`src/rtl/rtpdp_pkg.sv`:
```
`timescale 1ns / 1ps
`default_nettype none
// ----------------------------------------------------------------------------
// rtpdp_pkg
// Shared types and constants of the RTP L16/L24 audio depacketizer.
// ----------------------------------------------------------------------------
package rtpdp_pkg;

    // Default configuration of the core
    localparam int HEADER_BYTES_DEF     = 12;
    localparam int SAMPLES_PER_MS_DEF   = 48;
    localparam int MAX_PACKET_BYTES_DEF = 2048;

    // Datagram lengths that select a format
    localparam logic [10:0] LEN_L16_1MS = 11'd204;
    localparam logic [10:0] LEN_L24_1MS = 11'd300;
    localparam logic [10:0] LEN_L16_5MS = 11'd972;
    localparam logic [10:0] LEN_L24_5MS = 11'd1452;

    // Result kinds
    localparam logic KIND_SAMPLE = 1'b0;
    localparam logic KIND_STATUS = 1'b1;

    // Packet disposition
    typedef enum logic [1:0] {
        ST_PLAYED       = 2'd0,
        ST_WRONG_SENDER = 2'd1,
        ST_FMT_CHANGE   = 2'd2
    } t_pkt_status;

    // One result item as held in the output queue
    typedef struct packed {
        logic        result_kind;
        logic [31:0] sample_word;
        logic        channel;
        logic        sample_format;
        t_pkt_status packet_status;
        logic [15:0] sequence_number;
        logic [15:0] lost_packets;
    } t_result;

endpackage : rtpdp_pkg
`default_nettype wire

```
`src/rtl/rtp_pcm_depacketizer_core.sv`:
```
`timescale 1ns / 1ps
`default_nettype none
// ----------------------------------------------------------------------------
// rtp_pcm_depacketizer_core
// Depacketizes RTP L16/L24 audio datagrams byte by byte.
// ----------------------------------------------------------------------------
// Usage:
//   Input channel (i_in_valid / o_in_stall) carries one datagram byte per
//   transfer with its datagram length, sender address and last-byte mark.
//   Output channel (o_out_valid / i_out_stall) carries results: one audio
//   sample whenever a payload sample completes, and one status item on the
//   last byte of each datagram (after the sample that byte completes).
//   Configuration: i_cfg_wr_en writes i_cfg_wr_data into the accepted source
//   address; zero means learn from the first datagram. Write only when idle.
// Flow: a byte is registered at its transfer edge and processed once the
//   output queue has room for two results; its results enter the queue at
//   the edge that ends processing, and o_out_valid then rises.
// Throughput: one byte per cycle while the queue has room for two results.
//   A byte producing two results (sample plus status) pushes both; the
//   four-entry output queue absorbs that, and the input stalls only while it lacks room for two.
// Reset: synchronous, active low; clears the queue, the byte position, the
//   sequence tracking and the learned source; the format reverts to L24 1 ms.
// Stall: when i_out_stall holds the queue fills, the processing stage waits
//   and o_in_stall rises; no result is lost or repeated.
// ----------------------------------------------------------------------------
module rtp_pcm_depacketizer_core
    import rtpdp_pkg::*;
#(
    parameter int HEADER_BYTES     = HEADER_BYTES_DEF,
    parameter int SAMPLES_PER_MS   = SAMPLES_PER_MS_DEF,
    parameter int MAX_PACKET_BYTES = MAX_PACKET_BYTES_DEF
) (
    input  wire logic        i_clk,
    input  wire logic        i_rst_n,
    // configuration
    input  wire logic        i_cfg_wr_en,
    input  wire logic [31:0] i_cfg_wr_data,
    // byte input
    input  wire logic        i_in_valid,
    output logic             o_in_stall,
    input  wire logic [7:0]  i_data_byte,
    input  wire logic [10:0] i_packet_length,
    input  wire logic [31:0] i_sender_address,
    input  wire logic        i_last_byte,
    // result output
    output logic             o_out_valid,
    input  wire logic        i_out_stall,
    output logic             o_result_kind,
    output logic [31:0]      o_sample_word,
    output logic             o_channel,
    output logic             o_sample_format,
    output logic [1:0]       o_packet_status,
    output logic [15:0]      o_sequence_number,
    output logic [15:0]      o_lost_packets
);

    localparam int POS_W = $clog2(MAX_PACKET_BYTES);
    localparam logic [POS_W-1:0] POS_MAX = POS_W'(MAX_PACKET_BYTES - 1);
    localparam logic [POS_W-1:0] HDR     = POS_W'(HEADER_BYTES);
    localparam int SE_W = $clog2(10 * SAMPLES_PER_MS + 1);
    localparam logic [SE_W-1:0] LIMIT_1MS = SE_W'(2 * SAMPLES_PER_MS);
    localparam logic [SE_W-1:0] LIMIT_5MS = SE_W'(10 * SAMPLES_PER_MS);
    localparam int Q_DEPTH = 4;
    localparam int QP_W    = $clog2(Q_DEPTH);

    // ---------------- configuration ----------------
    logic [31:0] r_source_address;

    always_ff @(posedge i_clk) begin
        if (!i_rst_n) begin
            r_source_address <= '0;
        end else if (i_cfg_wr_en) begin
            r_source_address <= i_cfg_wr_data;
        end
    end

    // ---------------- input register ----------------
    logic        r_in_valid;
    logic [7:0]  r_data;
    logic [10:0] r_len;
    logic [31:0] r_sender;
    logic        r_last;
    logic        in_xfer;
    logic        proc;
    logic [QP_W:0] r_count;

    // Process only with room for two results in the queue.
    assign proc       = r_in_valid && (r_count <= (QP_W+1)'(Q_DEPTH - 2));
    assign o_in_stall = r_in_valid && !proc;
    assign in_xfer    = i_in_valid && !o_in_stall;

    always_ff @(posedge i_clk) begin
        if (!i_rst_n) begin
            r_in_valid <= 1'b0;
        end else if (in_xfer) begin
            r_in_valid <= 1'b1;
        end else if (proc) begin
            r_in_valid <= 1'b0;
        end
    end

    always_ff @(posedge i_clk) begin
        if (in_xfer) begin
            r_data   <= i_data_byte;
            r_len    <= i_packet_length;
            r_sender <= i_sender_address;
            r_last   <= i_last_byte;
        end
    end

    // ---------------- depacketizer state ----------------
    logic [31:0]      r_learned;
    logic [10:0]      r_cur_len;
    logic             r_fmt_l24;
    logic             r_five_ms;
    logic [15:0]      r_prev_seq;
    logic             r_prev_valid;
    logic [POS_W-1:0] r_pos;
    logic [23:0]      r_asm;
    logic [SE_W-1:0]  r_se;
    t_pkt_status      r_action;
    logic [15:0]      r_seq;
    logic [1:0]       r_phase;

    logic [31:0]      n_learned;
    logic [10:0]      n_cur_len;
    logic             n_fmt_l24;
    logic             n_five_ms;
    logic [15:0]      n_prev_seq;
    logic             n_prev_valid;
    logic [POS_W-1:0] n_pos;
    logic [23:0]      n_asm;
    logic [SE_W-1:0]  n_se;
    t_pkt_status      n_action;
    logic [15:0]      n_seq;
    logic [1:0]       n_phase;

    logic [31:0]      src;
    logic [23:0]      asm_shift;
    logic             in_payload;
    logic             smp_done;
    logic [SE_W-1:0]  limit;
    logic [15:0]      lost;
    t_result          res_smp;
    t_result          res_sts;
    t_result          res_a;
    t_result          res_b;
    logic [1:0]       n_push;

    always_comb begin
        n_learned    = r_learned;
        n_cur_len    = r_cur_len;
        n_fmt_l24    = r_fmt_l24;
        n_five_ms    = r_five_ms;
        n_prev_seq   = r_prev_seq;
        n_prev_valid = r_prev_valid;
        n_pos        = r_pos;
        n_asm        = r_asm;
        n_se         = r_se;
        n_action     = r_action;
        n_seq        = r_seq;
        n_phase      = r_phase;
        src          = '0;
        asm_shift    = '0;
        smp_done     = 1'b0;
        lost         = '0;
        limit        = '0;
        in_payload   = 1'b0;

        // First byte: classify the datagram and restart per-packet tracking.
        if (r_pos == '0) begin
            src     = (r_source_address != '0) ? r_source_address : r_learned;
            n_seq   = '0;
            n_asm   = '0;
            n_se    = '0;
            n_phase = '0;
            if (src == '0) begin
                n_learned = r_sender;
                src       = r_sender;
            end
            if (src != '0 && r_sender != src) begin
                n_action = ST_WRONG_SENDER;
            end else if (r_len != r_cur_len) begin
                unique case (r_len)
                    LEN_L16_1MS: begin n_fmt_l24 = 1'b0; n_five_ms = 1'b0; end
                    LEN_L24_1MS: begin n_fmt_l24 = 1'b1; n_five_ms = 1'b0; end
                    LEN_L16_5MS: begin n_fmt_l24 = 1'b0; n_five_ms = 1'b1; end
                    LEN_L24_5MS: begin n_fmt_l24 = 1'b1; n_five_ms = 1'b1; end
                    default: ;
                endcase
                n_cur_len    = r_len;
                n_prev_valid = 1'b0;
                n_action     = ST_FMT_CHANGE;
            end else begin
                n_action = ST_PLAYED;
            end
        end

        // Sequence number from header bytes 2 and 3
        if (r_pos == POS_W'(2)) n_seq[15:8] = r_data;
        if (r_pos == POS_W'(3)) n_seq[7:0]  = r_data;

        // Payload: assemble big-endian samples; phase tracks the byte in sample.
        in_payload = (r_pos >= HDR) && (r_pos < POS_MAX);
        limit      = n_five_ms ? LIMIT_5MS : LIMIT_1MS;
        if (in_payload) begin
            n_phase = (n_phase == (n_fmt_l24 ? 2'd2 : 2'd1)) ? 2'd0 : n_phase + 2'd1;
            if (n_action == ST_PLAYED && n_se < limit) begin
                asm_shift = {n_asm[15:0], r_data};
                if (r_phase == (n_fmt_l24 ? 2'd2 : 2'd1)) begin
                    smp_done = 1'b1;
                    n_se     = n_se + SE_W'(1);
                    n_asm    = '0;
                end else begin
                    n_asm = asm_shift;
                end
            end
        end

        if (r_pos < POS_MAX) n_pos = r_pos + POS_W'(1);

        // Last byte: report the packet and rearm for the next one.
        if (r_last) begin
            if (n_action == ST_PLAYED) begin
                if (n_prev_valid) lost = n_seq - r_prev_seq - 16'd1;
                n_prev_seq   = n_seq;
                n_prev_valid = 1'b1;
            end
            n_pos    = '0;
            n_asm    = '0;
            n_se     = '0;
        end
    end

    // Sample selects its channel from the count before this sample.
    always_comb begin
        res_smp                 = '0;
        res_smp.result_kind     = KIND_SAMPLE;
        res_smp.sample_word     = n_fmt_l24 ? {asm_shift, 8'h00}
                                            : {16'h0000, asm_shift[15:0]};
        res_smp.channel         = (r_pos == '0) ? 1'b0 : r_se[0];
        res_smp.sample_format   = n_fmt_l24;
        res_smp.packet_status   = ST_PLAYED;

        res_sts                 = '0;
        res_sts.result_kind     = KIND_STATUS;
        res_sts.sample_format   = n_fmt_l24;
        res_sts.packet_status   = (r_pos == '0) ? n_action : r_action;
        res_sts.sequence_number = n_seq;
        res_sts.lost_packets    = lost;

        res_a  = smp_done ? res_smp : res_sts;
        res_b  = res_sts;
        n_push = proc ? ({1'b0, smp_done} + {1'b0, r_last}) : 2'd0;
    end

    always_ff @(posedge i_clk) begin
        if (!i_rst_n) begin
            r_learned    <= '0;
            r_cur_len    <= '0;
            r_fmt_l24    <= 1'b1;
            r_five_ms    <= 1'b0;
            r_prev_seq   <= '0;
            r_prev_valid <= 1'b0;
            r_pos        <= '0;
            r_asm        <= '0;
            r_se         <= '0;
            r_action     <= ST_PLAYED;
            r_seq        <= '0;
            r_phase      <= '0;
        end else if (proc) begin
            r_learned    <= n_learned;
            r_cur_len    <= n_cur_len;
            r_fmt_l24    <= n_fmt_l24;
            r_five_ms    <= n_five_ms;
            r_prev_seq   <= n_prev_seq;
            r_prev_valid <= n_prev_valid;
            r_pos        <= n_pos;
            r_asm        <= n_asm;
            r_se         <= n_se;
            r_action     <= n_action;
            r_seq        <= n_seq;
            r_phase      <= n_phase;
        end
    end

    // ---------------- output queue ----------------
    t_result          r_q [Q_DEPTH];
    logic [QP_W-1:0]  r_wr_ptr;
    logic [QP_W-1:0]  r_rd_ptr;
    logic             pop;

    assign o_out_valid = (r_count != '0);
    assign pop         = o_out_valid && !i_out_stall;

    always_ff @(posedge i_clk) begin
        for (int i = 0; i < Q_DEPTH; i++) begin
            if (n_push != 2'd0 && QP_W'(i) == r_wr_ptr) begin
                r_q[i] <= res_a;
            end else if (n_push == 2'd2 && QP_W'(i) == r_wr_ptr + QP_W'(1)) begin
                r_q[i] <= res_b;
            end
        end
    end

    always_ff @(posedge i_clk) begin
        if (!i_rst_n) begin
            r_wr_ptr <= '0;
            r_rd_ptr <= '0;
            r_count  <= '0;
        end else begin
            r_wr_ptr <= r_wr_ptr + QP_W'(n_push);
            if (pop) r_rd_ptr <= r_rd_ptr + QP_W'(1);
            r_count <= r_count + (QP_W+1)'(n_push) - (QP_W+1)'(pop);
        end
    end

    assign o_result_kind     = r_q[r_rd_ptr].result_kind;
    assign o_sample_word     = r_q[r_rd_ptr].sample_word;
    assign o_channel         = r_q[r_rd_ptr].channel;
    assign o_sample_format   = r_q[r_rd_ptr].sample_format;
    assign o_packet_status   = 2'(r_q[r_rd_ptr].packet_status);
    assign o_sequence_number = r_q[r_rd_ptr].sequence_number;
    assign o_lost_packets    = r_q[r_rd_ptr].lost_packets;

endmodule : rtp_pcm_depacketizer_core
`default_nettype wire

```
`config.mk`:
```
export PLATFORM = sky130hd
export DESIGN_NAME = rtp_pcm_depacketizer_core
export DESIGN_NICKNAME = d
export VERILOG_FILES = /design/src/rtl/rtpdp_pkg.sv /design/src/rtl/rtp_pcm_depacketizer_core.sv
export SDC_FILE = /design/constraint.sdc
export NUM_CORES = 1
export LEC_CHECK = 0
export CORE_ASPECT_RATIO = 1.4
export CORE_UTILIZATION = 45
export CTS_CLUSTER_SIZE = 8
export DETAILED_ROUTE_END_ITERATION = 7
export DONT_BUFFER_PORTS = 1
export PLACE_DENSITY_LB_ADDON = 0.3
export REMOVE_ABC_BUFFERS = 1
export SETUP_SLACK_MARGIN = 0.5
export SLEW_MARGIN = 20
export SYNTH_ARGS = -nofsm -noshare
export SYNTH_HDL_FRONTEND = slang
export SYNTH_SLANG_ARGS = --single-unit
```
`constraint.sdc`:
```
create_clock -name i_clk -period 20.5 [get_ports i_clk]
set_input_delay 6.15 -clock i_clk [delete_from_list [all_inputs] [get_ports i_clk]]
set_output_delay 6.15 -clock i_clk [all_outputs]
set_load 0.05 [all_outputs]
```
After elaboration in Yosys (flattened, before gate mapping)
Memory sizes are Yosys's and may differ from the RTL's. A register that Yosys moved wholly into a read port is not among the register bits.
Index checks and enable logic that the tools add are counted.
- add/subtract/negate cells: 11
- mux-type cells: 86
- bitwise operators: 5
- equality and inequality tests: 17
- reduce and logical (&&, ||, !) cells: 39
- order comparisons: 4
- operator list (kind ; count):
    69-bit two-way mux ; 7
    24-bit two-way mux ; 7
    69-bit OR reduction ; 2
    32-bit two-way mux ; 4
    16-bit two-way mux ; 4
    32-bit nonzero test ; 2
    9-bit two-way mux ; 6
    1-bit two-way mux ; 39
    32-bit zero test ; 1
    32-bit != test ; 1
    2-bit two-way mux ; 13
    11-bit by 2-bit equality test with 1-bit output (second input constant) ; 2
    11-bit two-way mux ; 2
    8-bit two-way mux ; 2
    16-bit by 1-bit subtractor with 16-bit output (second input constant) ; 1
    16-bit subtractor ; 1
    1-bit logical AND ; 15
    11-bit by 1-bit adder with 11-bit output (second input constant) ; 1
    11-bit by 10-bit equality test with 1-bit output (second input constant) ; 1
    11-bit equality test (second input constant) ; 1
    11-bit by 8-bit equality test with 1-bit output (second input constant) ; 1
    11-bit by 9-bit equality test with 1-bit output (second input constant) ; 1
    11-bit by 4-bit >= comparator with 1-bit output (second input constant) ; 1
    11-bit zero test ; 1
    25 further kinds ; 46
- bits of input ports: 89
- memories: 1
- register bits after elaboration: 218
- output and inout port bits: 71
- word-level logic and storage cells: 184
- RAM bits: 276
- memories (memory ; depth ; width ; rd ports ; clocked after Yosys merged registers in ; wr ports ; RTL line ; source):
    r_q ; 4 ; 69 ; 1 ; 1 ; 2 ; rtp_pcm_depacketizer_core.sv:288 ; t_result r_q [Q_DEPTH];

Longest topological paths before layout
Gate-level depths: netlist of the first run.
- word-level depth: 24
- depth in mapped cells: 26
- depth with buffers taken out: 22

Worst setup path before layout of the first run
No wires, ideal clock.
- path kind: register to register
- from: reg r_sender[15]
- to: mem r_q[3][0] (netlist name), enable pin
- arrival time: 9214 ps
- setup time: 595 ps
- path buffers: 2
- path slack: 10690 ps
- cell stages (with the launch flop): 21
- data required time: 19905 ps
- path through: edfxtp_1 inv_1 a2111o_1 a2111oi_0 a41o_1 nand4_2 o32ai_1 nand2_1 a22oi_1 ha_1 nand2_1 o2111ai_1 nor2b_1 o21ai_2 buf_6 buf_6 inv_2 ha_1 nor2b_1 a21oi_1 nor3b_1
- RTL lines (item ; RTL line ; source):
    start, declared ; rtp_pcm_depacketizer_core.sv:81 ; logic [31:0] r_sender;
    start signal, assigned ; rtp_pcm_depacketizer_core.sv:106 ; r_sender <= i_sender_address;
    end, declared ; rtp_pcm_depacketizer_core.sv:288 ;

==> impl_metrics.env, run 1 <==
export IMPL_worstSkewPairLatency_ns=0.60
export IMPL_pwr_share_clk_pct=39.8
export IMPL_status="completed"
export IMPL_ys_seq_area_share_pct=58.0
export IMPL_worst_setup_path_end_kind="primary output"
export IMPL_power_frac_comb_pct=17.8
export IMPL_ys_flop_type="edfxtp_1"
export IMPL_start_util_pct=45.6
export IMPL_synth_edf_count=294
export IMPL_grt_max_degree=135
export IMPL_fp_coreArea_mm2=0.0480
export IMPL_required_ns=14.35
export IMPL_start_kind="register"
export IMPL_grt_pass1_wl_mm=85.8
export IMPL_synth_cell_types=91
export IMPL_cts_resized=0
export IMPL_finalCriticalPeriod_ns=9.08
export IMPL_rsz0062_at_grt="false"
export IMPL_routed_wl_mm=55.8
export IMPL_pwr_share_seq_pct=42.5
export IMPL_final_max_slew_viol_count=0
export IMPL_synthesis_area_mm2=0.0219
export IMPL_powerDensity_mw_per_mm2=110
export IMPL_drt_pass1_iter_count=5
export IMPL_mostFrequentLayoutCells="edfxtp_1, dfxtp_1, nor2_1, nand2_1, inv_1"
export IMPL_synth_top_area_share_pct=40.3
export IMPL_crit_path_max_fanout=39
export IMPL_multi_input_area_mm2=0.00851
export IMPL_synth_avg_cell_area_um2=12.2
export IMPL_final_common_cell="edfxtp_1"
export IMPL_finalHoldViolations=0
export IMPL_routed_via_density=5.77
export IMPL_p_leak_nw=8.85
export IMPL_skew_ns=0.0275
export IMPL_grt_ovfl_total=0
export IMPL_ff_latch_area_mm2=0.0127
export IMPL_slew_headroom_pct=30.3
export IMPL_async_reset_ff_share_pct=0
export IMPL_drt_iter0_drc=1070
export IMPL_ctsHoldBuffers=0
export IMPL_htreeDepth=3
export IMPL_clk_path_buf_depth=3
export IMPL_route_detailed_drc=0
export IMPL_die_h_um=263
export IMPL_cts_setup_buffers=0
export IMPL_fp_row_count=95
export IMPL_timing_fmax_ghz=0.110
export IMPL_via_count=14300
export IMPL_final_nets=1915
export IMPL_cts_tree="built"
export IMPL_ys_ff_latch=488
export IMPL_switching_share_pct=29.8
export IMPL_peakVddDrop_mv=0.0669
export IMPL_clkTransAtPathRegs_ns=0.05
export IMPL_gp_congestion=0.953
export IMPL_finalSetupTns_ns=0
export IMPL_io_buffers=0
export IMPL_p_switching_mw=0.803
export IMPL_grt_usage_pct=22.7
export IMPL_die_area_mm2=0.0496
export IMPL_setup_viol=0
export IMPL_worst_pin_slew_ns=1.04
export IMPL_dp_hpwl_mm=37.2
export IMPL_n_fill_cell=4098
export IMPL_synth_largest_area_cell="edfxtp_1"
export IMPL_synthToLayoutAreaGrowth_pct=12.2
export IMPL_wl_per_cell_um=22.5
export IMPL_regToRegSetupSlack_ns=13.53
export IMPL_ys_top_cells_by_area="edfxtp_1, dfxtp_1, mux4_2, nor2b_1, and2_1"
export IMPL_max_cap_violations=0
export IMPL_fin_hold_ws_ns=0.452
export IMPL_drive_gt1_share_pct=12.8
export IMPL_internal_power_mw=1.89
export IMPL_timing_final_crit_share_pct=44.3
export IMPL_die_w_um=188
export IMPL_synth_cells=1799
export IMPL_ios=160
export IMPL_crit_arrival_ns=2.93
export IMPL_root_buffer="clkbuf_16"
export IMPL_grt_pass1_vias=14500
export IMPL_ant_nets=0
export IMPL_crit_type="reg2out"
export IMPL_hold_class="reg2reg"
export IMPL_ys_warnings_count=0
export IMPL_grt_antenna_before_repair=4
export IMPL_clkSinkCount=488
export IMPL_numCtsBuffers=70
synthesized netlist by cell type, types with 12 or more instances:
master,number
nor4_1,20
o21ai_0,18
edfxtp_1,294
nor3_1,49
and3_1,17
o211a_1,34
nor2b_1,92
nand3_1,27
dfxtp_1,194
ha_1,24
nor2_1,142
nor2_2,16
inv_1,94
nor3b_1,14
clkbuf_1,62
mux2i_1,34
xor2_1,12
xnor2_1,30
and2_1,86
a21oi_1,62
nand4_1,14
nand2b_1,29
mux4_2,69
a22o_1,42
nand2_1,113
o22ai_1,22
a21boi_0,13
a22oi_1,19
routing by layer:
metal | GRT usage, % | share of wire (%) | vias up | routed length [µm]
li1 | - | - | 6603 | -
met1 | 26.3 | 38 | 7063 | 21300
met2 | 40.1 | 52 | 545 | 28900
met3 | 4.57 | 6.4 | 110 | 3550
met4 | 9.83 | 3.6 | 6 | 2000
met5 | 0 | 0.077 | - | 43
critical path, stage by stage (launching register included):
cell and delay [ns]:
dfxtp_4 0.80, buf_4 0.72, mux4_2 0.77
sequential cells by signal, indices dropped and copies added, names as in the netlist, 9 cells and up, named ones only:
register / cells
r_seq: 16
r_cur_len: 11
r_len: 11
r_pos: 11
r_prev_seq: 16
r_se: 9
r_source_address: 32
r_learned: 32
r_sender: 32
r_asm: 16
r_q: 276
stage by stage:
| step | power (mW) | cell area, µm² | setup slack, ns | util, % | instances |
|---|---|---|---|---|---|
| after floorplan | 1.57 | 21500 | 9.79 | - | 1707 |
| after global placement | 1.64 | 22500 | 11.97 | 46.9 | 2358 |
| after detailed placement | 1.65 | 22500 | 11.92 | 46.9 | 2358 |
| after CTS | 2.72 | 24600 | 11.29 | 51.1 | 2482 |
| after global routing | 2.79 | 24600 | 11.19 | 51.2 | 2483 |
| final | 2.69 | 24600 | 11.42 | 51.2 | 2484 |
logic make-up (layout without fill, tap and decap cells):
kind of cell | after synthesis | in the layout | share of synthesized area [%]
other cells | 0 | 2 | 0
flops | 488 | 488 | 58.0
simple gates | 671 | 671 | 16.9
buf+inv | 187 | 240 | 3.55
xor+xnor | 42 | 42 | 1.68
fa+ha+maj | 26 | 26 | 1.55
compound gates | 282 | 282 | 9.69
mux | 103 | 103 | 8.65
final timing paths:
check / to / cells after the start / from
min reg2reg: r_se[8] / 1 / r_se[8]
max reg2reg: r_q[2][14] / 20 / r_sender[12]
max: o_sequence_number[3] / 2 / register
min: r_se[8] / 1 / r_se[8]
power groups by stage:
stage / logic [mW] / registers, mW / clock network [mW]
after floorplan: 0.413 / 1.15 / 0
after global placement: 0.475 / 1.16 / 0
after detailed placement: 0.482 / 1.16 / 0
after CTS: 0.484 / 1.15 / 1.10
after global routing: 0.504 / 1.15 / 1.13
final: 0.478 / 1.14 / 1.07
area by class of cell:
cell class | instances | share of cell area [%]
clock buffer | 121 | 8.16
antenna | 2 | 0.0204
inverter | 95 | 1.45
timing repair buffer | 21 | 0.641
tap | 630 | 3.21
multi-input combinational | 1124 | 34.6
sequential | 488 | 51.7
clock inverter | 3 | 0.168
(Power assumes the default switching activity.)
==> inputs of run 2 (changes only) <==
--- a/config.mk
+++ b/config.mk
@@ -5,6 +5,7 @@
 export SDC_FILE = /design/constraint.sdc
 export NUM_CORES = 1
 export LEC_CHECK = 0
+export ABC_AREA = 1
 export CORE_ASPECT_RATIO = 1.4
 export CORE_UTILIZATION = 45
 export CTS_CLUSTER_SIZE = 8
==> constraint.sdc (replaced) <==
create_clock -name i_clk -period 9.5 [get_ports i_clk]
set_input_delay 2.85 -clock i_clk [delete_from_list [all_inputs] [get_ports i_clk]]
set_output_delay 2.85 -clock i_clk [all_outputs]
set_load 0.05 [all_outputs]
==> run 2 against run 1 <==
  * Count of clock-buffer cells in the layout rose by 2
  * Combinational power grew 140%
  * Sequential share of layout area is 1.4 points lower
  * Cell count is 32% higher
  * Global-route usage up 1.6 points
  * Critical path type is now reg2reg
  * Critical endpoint is now r_q[2][7]
  * Largest cell class unchanged
  * Largest power group unchanged
  * Highest routed layer unchanged
==> impl_metrics.env, run 2 <==
export IMPL_cts_tree="built"
export IMPL_grt_pass1_wl_mm=95.2
export IMPL_powerDensity_mw_per_mm2=237
export IMPL_drive_gt1_share_pct=7.44
export IMPL_mostFrequentLayoutCells="nand2_1, nor2_1, inv_1, edfxtp_1, o21ai_0"
export IMPL_yosys_top_cells_count="nand2_1, nor2_1, inv_1"
export IMPL_clk_path_buf_depth=3
export IMPL_ios=160
export IMPL_ys_ff_latch=488
export IMPL_clkSinkCount=488
export IMPL_crit_path_max_fanout=34
export IMPL_finalHoldViolations=0
export IMPL_worst_pin_slew_ns=1.20
export IMPL_die_h_um=266
export IMPL_ys_seq_area_share_pct=56.9
export IMPL_ant_nets=0
export IMPL_root_buffer="clkbuf_16"
export IMPL_htreeDepth=3
export IMPL_path_delay_family="simple AND/OR/NAND/NOR gates"
export IMPL_synth_top_area_share_pct=39.5
export IMPL_timing_fmax_ghz=0.125
export IMPL_finalCriticalPeriod_ns=8.03
export IMPL_grt_ovfl_total=0
export IMPL_synth_cells=2574
export IMPL_ys_flop_type="edfxtp_1"
export IMPL_hold_class="reg2reg"
export IMPL_grt_max_degree=109
export IMPL_peakVddDrop_mv=0.155
export IMPL_drt_pass1_iter_count=5
export IMPL_wl_per_cell_um=18.7
export IMPL_grt_usage_pct=24.3
export IMPL_cts_setup_buffers=0
export IMPL_via_count=17800
export IMPL_clkTransAtPathRegs_ns=0.05
export IMPL_ys_warnings_count=0
export IMPL_yosysMostFrequentCell="nand2_1"
export IMPL_cpMostUsedCell="nand2_1"
export IMPL_required_ns=9.85
export IMPL_drt_iter0_drc=1258
export IMPL_final_nets=2691
export IMPL_routed_wl_mm=61.3
export IMPL_top_register="r_q"
export IMPL_async_reset_ff_share_pct=0
export IMPL_start_util_pct=45.6
export IMPL_synth_avg_cell_area_um2=8.68
export IMPL_pre_cts_slack_ns=1.44
export IMPL_gp_congestion=0.939
export IMPL_grt_antenna_before_repair=5
export IMPL_numCtsBuffers=71
export IMPL_synth_largest_area_cell="edfxtp_1"
export IMPL_cp_slowest_cell="o21ai_0"
export IMPL_max_cap_violations=0
export IMPL_worst_path_buf_inv=4
export IMPL_die_area_mm2=0.0506
export IMPL_ctsHoldBuffers=0
export IMPL_cpPeakStageDelay_ns=0.78
export IMPL_multi_input_area_mm2=0.00784
export IMPL_fp_coreArea_mm2=0.0490
export IMPL_crit_arrival_ns=8.38
export IMPL_worst_setup_path_end_kind="register"
export IMPL_grt_pass1_vias=17600
export IMPL_ys_top_cells_by_area="edfxtp_1, dfxtp_1, nand2_1, o21ai_0, nor2_1"
export IMPL_synthesis_area_mm2=0.0224
export IMPL_dp_hpwl_mm=39.3
export IMPL_n_fill_cell=4518
export IMPL_largest_register_ff_count=276
export IMPL_rsz0062_at_grt="false"
export IMPL_io_buffers=0
export IMPL_route_detailed_drc=0
export IMPL_fp_row_count=96
export IMPL_worstSkewPairLatency_ns=0.60
export IMPL_slew_headroom_pct=21.4
export IMPL_status="completed"
export IMPL_routed_via_density=5.43
export IMPL_skew_ns=0.0229
export IMPL_setup_viol=0
export IMPL_start_kind="register"
export IMPL_die_w_um=190
export IMPL_final_common_cell="nand2_1"
export IMPL_worst_slack_ns=1.47
export IMPL_crit_type="reg2reg"
export IMPL_final_max_slew_viol_count=0
export IMPL_synth_edf_count=294
export IMPL_utilization_pct=51.5
export IMPL_timing_final_crit_share_pct=84.5
export IMPL_synth_cell_types=38
export IMPL_ff_latch_area_mm2=0.0127
export IMPL_finalSetupTns_ns=0
export IMPL_synthToLayoutAreaGrowth_pct=12.9
export IMPL_cts_resized=0
export IMPL_p_leak_nw=10.2
[run 2: cell types whose count changed in the layout (fill, tap and decap cells not counted), sizes merged, moves of 78 or more]
cell   before  now
a21oi      62  169
and2       87    0
inv        96  331
nand2     114  406
nand3      27  105
nor2      163  396
nor2b      92    0
o21ai      22  319
[run 2: kinds of logic (layout without fill, tap and decap cells)]
logic type	count (synthesis)	in the layout	synth area share, %
and+or+nand+nor	970	970	17.9
AOI/OAI and AO/OA	594	594	14.2
DFF	488	488	56.9
adders and majority gates	26	26	1.52
other	0	1	0
xor gates and xnor gates	29	29	1.14
buffers and inverters	467	527	8.38
[run 2: metal layers]
metal  GRT usage (%)  share of wire [%]  vias up
li1                -                  -     8598
met1            28.0                 39     8471
met2            43.3                 51      542
met3            3.75                5.4      155
met4            12.1                4.2       10
met5               0               0.10        -
[run 2: worst paths after layout]
path / startpoint / end / slack [ns] / cells after the start
worst max register to register: r_source_address[5] / r_q[2][7] / 1.47 / 37
worst min register to register: r_learned[15] / r_learned[15] / 0.44 / 2
worst max-delay path: r_source_address[5] / r_q[2][7] / 1.47 / 37
worst min-delay path: r_learned[15] / r_learned[15] / 0.44 / 2
[run 2: per-stage QoR]
step | std cells | total power, mW | instance area, µm² | hold slack (ns)
finish | 3272 | 5.98 | 25200 | 0.444
detailed placement | 3139 | 3.65 | 23100 | 0.434
global route | 3271 | 6.21 | 25200 | 0.463
CTS | 3270 | 6.03 | 25200 | 0.445
floorplan | 2438 | 3.30 | 21700 | 0.423
global placement | 3139 | 3.63 | 23100 | 0.431
[run 2: where the power goes]
part	switching, mW	internal, mW	total, mW
Sequential	0.0829	2.35	2.43
Clock	0.945	1.44	2.38
Combinational	0.912	0.260	1.17
[run 2: worst reg2reg max path: cells and delay by family (launching register included)]
kind                     cells  cell delay, ns
buffers and inverters        4            0.83
flip-flops                   1            0.31
AND/OR/NAND/NOR             26            4.29
adder cells (fa/ha/maj)      2            0.61
AO/OA/AOI/OAI                5            1.74
[run 2: final cells by class]
| cell class | count | share of cell area [%] |
|---|---|---|
| flip-flops and latches | 488 | 50.4 |
| multi-input cells | 1619 | 31.0 |
| well taps | 637 | 3.16 |
| inverters | 331 | 4.93 |
| repair buffers | 65 | 2.06 |
| clock buffers | 123 | 7.90 |
| clock inverters | 8 | 0.540 |
| diodes | 1 | 0.00991 |
